<file path="config.mk">
export PLATFORM = sky130hd
export DESIGN_NAME = rrsc_div
export DESIGN_NICKNAME = d
export VERILOG_FILES = /design/src/hw/rtl/rrsc_pkg.sv /design/src/hw/rtl/rrsc_div.sv
export SDC_FILE = /design/constraint.sdc
export NUM_CORES = 2
export LEC_CHECK = 0
export BUFFER_PORTS_ARGS = -buffer_cell sky130_fd_sc_hd__buf_2
export CAP_MARGIN = 10
export CORE_MARGIN = 5
export CORE_UTILIZATION = 53
export CTS_CLUSTER_DIAMETER = 60
export DETAILED_ROUTE_END_ITERATION = 10
export PLACE_DENSITY = 0.69
export SYNTH_ARGS = -nofsm -noshare
export SYNTH_HDL_FRONTEND = slang
export SYNTH_SLANG_ARGS = --single-unit
</file>
<file path="constraint.sdc">
create_clock -name clk -period 15.95 [get_ports clk]
set_clock_uncertainty 0.1 [all_clocks]
set_input_delay 1.595 -clock clk [delete_from_list [all_inputs] [get_ports clk]]
set_output_delay 1.595 -clock clk [all_outputs]
set_load 0.02 [all_outputs]
</file>
<file path="src/hw/rtl/rrsc_pkg.sv">
package rrsc_pkg;

  localparam int ROTOR_SLOTS_DEF = 8;
  localparam int SQRT_STEPS_DEF = 10;

  // Quotient bits resolved per divider pipeline stage.
  localparam int DIV_BITS = 4;

  localparam logic [15:0] ROOT_START = 16'd1000;

  localparam logic [1:0] CMD_LOAD = 2'd0;
  localparam logic [1:0] CMD_F2S = 2'd1;
  localparam logic [1:0] CMD_S2F = 2'd2;
  localparam logic [1:0] CMD_UNUSED = 2'd3;

  typedef struct packed {
    logic [1:0]  command;
    logic [2:0]  rotor_index;
    logic [15:0] value;
    logic [15:0] load_max_speed;
    logic [15:0] load_max_force;
  } req_t;

  typedef struct packed {
    logic [15:0] converted;
    logic        zero_divisor;
  } rsp_t;

  // Sideband that travels with an item through the Newton root chain.
  typedef struct packed {
    logic        is_root;
    logic        byp;
    logic        flag;
    logic [15:0] res;
    logic [15:0] r;
    logic [15:0] smax;
    logic [31:0] q;
  } root_side_t;

  function automatic logic [15:0] dflt_speed(input int idx);
    logic [15:0] v;
    case (idx)
      1: v = 16'd16000;
      2: v = 16'd16000;
      3: v = 16'd14000;
      4: v = 16'd14000;
      5: v = 16'd12000;
      6: v = 16'd6000;
      default: v = 16'd0;
    endcase
    return v;
  endfunction

  function automatic logic [15:0] dflt_force(input int idx);
    logic [15:0] v;
    case (idx)
      1: v = 16'd14882;
      2: v = 16'd18603;
      3: v = 16'd14243;
      4: v = 16'd14681;
      5: v = 16'd14006;
      6: v = 16'd3200;
      default: v = 16'd0;
    endcase
    return v;
  endfunction

endpackage

</file>
<file path="src/hw/rtl/rrsc_div.sv">
// Pipelined 32 by 16 bit unsigned restoring divider. A zero divisor gives 0.
module rrsc_div #(
  parameter int SIDE_W = 1
) (
  input  logic              clk,
  input  logic              rst,
  input  logic              en,
  input  logic              in_valid,
  input  logic [31:0]       num,
  input  logic [15:0]       den,
  input  logic [SIDE_W-1:0] in_side,
  output logic              out_valid,
  output logic [31:0]       quot,
  output logic [SIDE_W-1:0] out_side
);

  localparam int STAGES = 32 / rrsc_pkg::DIV_BITS;

  function automatic logic [47:0] div_step(input logic [15:0] rem_i, input logic [31:0] nq_i,
                                           input logic [15:0] den_i);
    logic [16:0] r17;
    logic [15:0] rem;
    logic [31:0] nq;
    logic        ge;
    rem = rem_i;
    nq = nq_i;
    for (int i = 0; i < rrsc_pkg::DIV_BITS; i++) begin
      r17 = {rem, nq[31]};
      ge = (r17 >= {1'b0, den_i});
      rem = ge ? 16'(r17 - {1'b0, den_i}) : r17[15:0];
      nq = {nq[30:0], ge};
    end
    return {rem, nq};
  endfunction

  logic [STAGES-1:0] v;
  logic [15:0]       rem [STAGES];
  logic [31:0]       nq  [STAGES];
  logic [15:0]       dn  [STAGES];
  logic              dz  [STAGES];
  logic [SIDE_W-1:0] sd  [STAGES];
  logic [47:0]       stp [STAGES];

  always_comb begin
    stp[0] = div_step(16'd0, num, den);
    for (int s = 1; s < STAGES; s++) begin
      stp[s] = div_step(rem[s-1], nq[s-1], dn[s-1]);
    end
  end

  always_ff @(posedge clk) begin
    if (rst) begin
      v <= '0;
    end else if (en) begin
      v <= {v[STAGES-2:0], in_valid};
    end
  end

  always_ff @(posedge clk) begin
    if (en) begin
      rem[0] <= stp[0][47:32];
      nq[0] <= stp[0][31:0];
      dn[0] <= den;
      dz[0] <= (den == 16'd0);
      sd[0] <= in_side;
      for (int s = 1; s < STAGES; s++) begin
        rem[s] <= stp[s][47:32];
        nq[s] <= stp[s][31:0];
        dn[s] <= dn[s-1];
        dz[s] <= dz[s-1];
        sd[s] <= sd[s-1];
      end
    end
  end

  assign out_valid = v[STAGES-1];
  assign quot = dz[STAGES-1] ? 32'd0 : nq[STAGES-1];
  assign out_side = sd[STAGES-1];

endmodule

</file>
Yosys cells after proc, flatten, opt, wreduce, memory -nomap -nowiden

Memory sizes are Yosys's and may differ from the RTL's.
Cells that the tools add are included.

Add/subtract/negate cells: 32
$lt $le $gt $ge: 32
Muxes and demuxes: 35
Reductions and logical operators: 1

Operators with widths:

| cell                                         | count |
|---|---|
| greater-or-equal comparator 17 x 16 -> 1 bit | 31 |
| two-way mux 16 bit                           | 32 |
| subtractor 16 bit                            | 31 |
| two-way mux 32 bit                           | 1 |
| greater-or-equal comparator 1 x 16 -> 1 bit  | 1 |
| zero test 16 bit                             | 1 |
| subtractor 1 x 16 -> 16 bit                  | 1 |
| two-way mux 1 bit                            | 2 |

Bits in registers: 8
Memory bits (writable): 528
Input port bits: 53
Output and inout port bits: 34
Logic and storage cells: 106
Memories: 5

Memories:

| memory | depth | width | rd ports | clocked after memory_dff | wr ports | line           | source |
|---|---|---|---|---|---|---|---|
| nq     | 8     | 32    | 8        | 0                        | 8        | rrsc_div.sv:38 | `logic [31:0] nq [STAGES];` |
| dn     | 8     | 16    | 7        | 0                        | 8        | rrsc_div.sv:39 | `logic [15:0] dn [STAGES];` |
| rem    | 8     | 16    | 7        | 0                        | 8        | rrsc_div.sv:37 | `logic [15:0] rem [STAGES];` |
| dz     | 8     | 1     | 8        | 0                        | 8        | rrsc_div.sv:40 | `logic dz [STAGES];` |
| sd     | 8     | 1     | 8        | 0                        | 8        | rrsc_div.sv:41 | `logic [SIDE_W-1:0] sd [STAGES];` |

Logic depth before layout (Yosys ltp)

Word-level depth: 8
Gate-level depth with buffers: 52
Mapped depth without buffers: 46

Worst setup path before layout

Ideal clock, no wire load.

Path type: reg-to-reg
Start point: memory dn[0][1]
End point: memory rem[1][10], data pin
Setup time: 0.260 ns
Arrival time: 10.791 ns
Data required time: 15.590 ns
Path slack: 4.799 ns
Cell stages (with the launch flop): 50
Buffers on the path: 5
Clock period less this slack: 11.151 ns
Cell sequence: edfxtp_1 inv_1 ha_1 nor2b_1 o31ai_1 a211oi_2 nor2_1 a221o_1 a31oi_4 clkbuf_1 mux2_2 inv_1 ha_1 nor2b_1 o31a_1 o41a_1 o211a_1 or4_1 (+14 left out) or3_1 nor4b_2 or3_1 buf_6 mux2i_1 ha_1 nor2b_1 o21a_1 o21a_1 o41a_1 a211oi_1 o21bai_1 a21oi_1 o311ai_0 a31oi_1 o211ai_4 buf_8 mux2_4

RTL lines:

| item            | line |
|---|---|
| start, declared | rrsc_div.sv:39 |
| end, declared   | rrsc_div.sv:37 |

==> flow_summary.toml <==
[timing]
tightest_slew_ps = 1044
hold_violations = 0
setup-violations-final = 0
fin_crit_ps = 12930
fmax_mhz = 77.37
period_share_pct = 81.04
setup_ws_ps = 3025
rsz0062_at_grt = "no"
slew_violations = 0
tns_ps = 0
slew_headroom_pct = 30.43

[yosys]
yosys.area.top_type_share_pct = 34.58
synth_seq_cells = 504
seq_area_frac_synth_pct = 34.95
syn_inst = 4349
syn-cell-area_sq_um = 43070
yosys-top-cells-area = "edfxtp_1 35%, ha_1 14%, mux2_2 5.6%"
yosys.area.top_type = "edfxtp_1"
synth.avg_cell_area_sq_um = 9.904
yosys_warnings = 0
synth_ff_type = "edfxtp_1"
async_flop_share_pct = 0
syn_nets = 4930
synth_cell_types = 103
synth-edff-count = 496

[clock_network]
cts-root-buf = "clkbuf_16"
ctsResizeCount = 0
clk_pin_slew_ps = 70
cts_hold_buf = 0
clock_latency_ps = 610
numCtsBuffers = 59
cts_sinks = 504
cts_setup_buffers = 0
cts_tree = "done"
clockBufferDepth = 3
htree_levels = 2

[min_path]
hold_path_class = "register to register"

[global_route]
grt_antenna_before_repair = 0
grt_pass1_wl_um = 163800
grt_max_degree = 157
track_usage_pct = 22.82
overflow = 0
grt_pass1_vias = 31626

[detailed_routing]
via_per_inst = 5.930
wl_um = 102600
via_count = 32927
dr.first_iter.drc_count = 2191
detail_route.wl_per_cell_um = 18.48
drtAntennaViolNets = 0
remaining_drc_errors = 0
firstDrtPassIters = 5

[run]
drv_cap = 0

[worst_setup_path]
reg2reg_to = "rem[1][11]"
critPathMostFrequentCell = "ha_1"
max_stage_delay_ps = 700
reg2reg_depth = 42
cp.required_ps = 16210
crit_fanout = 18
cp-end-kind = "register"
endpoint = "rem[1][11]"
worstPathArrival_ps = 13180
worstSetupStartpoint = "dn[0][1]"
worstReg2RegStart = "dn[0][1]"
crit_type = "register to register"
worstSetupStartpointType = "register"
cp_slowest_cell = "o221a_1"
r2r_slack_ps = 3020

[die]
die_area_sq_um = 87070
start_util_pct = 53.47
row_count = 104
io_pins = 87
die_w_um = 295.1
die_h_um = 295.1
core_area_sq_um = 80550

[finish]
area_growth_syn_to_layout_pct = 8.337
n_fill_cell = 6876
regArea_sq_um = 15050
antennaDiodeCount = 0
num-nets-final = 5025
final_cell_mix = "498 x ha_1, 496 x edfxtp_1, 348 x a21oi_1"
multiInputGateArea_sq_um = 26480
final_common_cell = "ha_1"
drive_above_1_share_pct = 11.08
fin_util_pct = 57.93
final_cells = 5553

[placed_design]
finalWeightedCongestion = 0.9108
place_inst = 5443
preCtsSetupSlack_ps = 3274
io_buffers = 86
dp_hpwl_um = 80350

[run_status]
outcome = "complete, no violations"
==> worst min path at each step <==
stage                             to  cells past startpoint  slack (ps)        from
after floorplan             dz[0][1]                      0         300    dz[0][0]
after global placement     nq[1][71]                      0         300   nq[1][35]
after detailed placement    dz[0][2]                      0         300    dz[0][1]
after CTS                   dz[0][3]                      0         310    dz[0][2]
after global routing      nq[0][110]                      0         320   nq[0][74]
final                       nq[1][8]                      0         320  nq[0][100]
==> critical path: cells and delay by family (launching register included) <==
| family | cells | cell delay, ps |
|---|---|---|
| compound gates | 22 | 6460 |
| fa+ha+maj | 4 | 1250 |
| buf+inv | 3 | 420 |
| flops | 1 | 450 |
| mux | 4 | 1580 |
| simple gates | 9 | 2430 |
==> Yosys cell counts, drive strengths merged, types with 10 or more instances <==
cell	instances
o211ai	20
o31ai	27
o21ai	255
edfxtp	496
a211oi	47
xor2	114
xnor2	224
fa	30
or3	28
inv	311
mux2i	46
nor2b	110
nand2	255
a221oi	10
nand3	72
a21o	127
buf	30
o21bai	37
a21oi	349
o21a	70
a31o	10
and2	20
a21boi	23
nand4	74
nor3	107
nor4	24
nand3b	10
ha	498
o31a	23
a41oi	13
o41ai	12
or2	23
and3	25
nand2b	48
a22oi	13
nor2	289
a211o	17
a31oi	32
clkbuf	39
mux2	253
==> state kept, by name, indices dropped and copies added, names as in the netlist <==
| name | count |
|---|---|
| nq | 256 |
| dn | 112 |
| rem | 112 |
| dz | 8 |
| sd | 8 |
| v | 8 |
==> cells by family (layout without fill, tap and decap cells) <==
group	count (synthesis)	after routing	synth area share, %
AO/OA/AOI/OAI	1176	1176	17.83
AND/OR/NAND/NOR	1123	1123	13.01
buffers and inverters	381	525	3.573
adder cells (fa/ha/maj)	528	528	15.86
flip-flops	504	504	34.95
multiplexers	299	299	7.901
XOR/XNOR	338	338	6.873
==> routing by layer <==
metal,up-vias,GRT usage (%),share of wire (%)
li1,16506,-,-
met1,15508,31.09,46
met2,735,39.35,47
met3,178,1.848,3.9
met4,0,6.602,3.0
met5,-,0,0
==> layout make-up <==
type | count | share of cell area [%]
repair buffers | 103 | 1.244
multi-input cells | 3464 | 56.74
well taps | 1060 | 2.842
inverters | 312 | 2.520
clock inverters | 45 | 1.174
flip-flops and latches | 504 | 32.26
clock buffers | 65 | 3.212
==> per-stage QoR <==
step                      instance area, sq um  hold WS, ps
final                                    46660        316.3
after global routing                     46660        321.1
after CTS                                46660        313.1
after detailed placement                 44620        304.5
after global placement                   44620        300.8
after floorplan                          43070        300.3
Power is not shown: default switching activity piles up to over one toggle a cycle in this logic, so the estimate is an artifact.
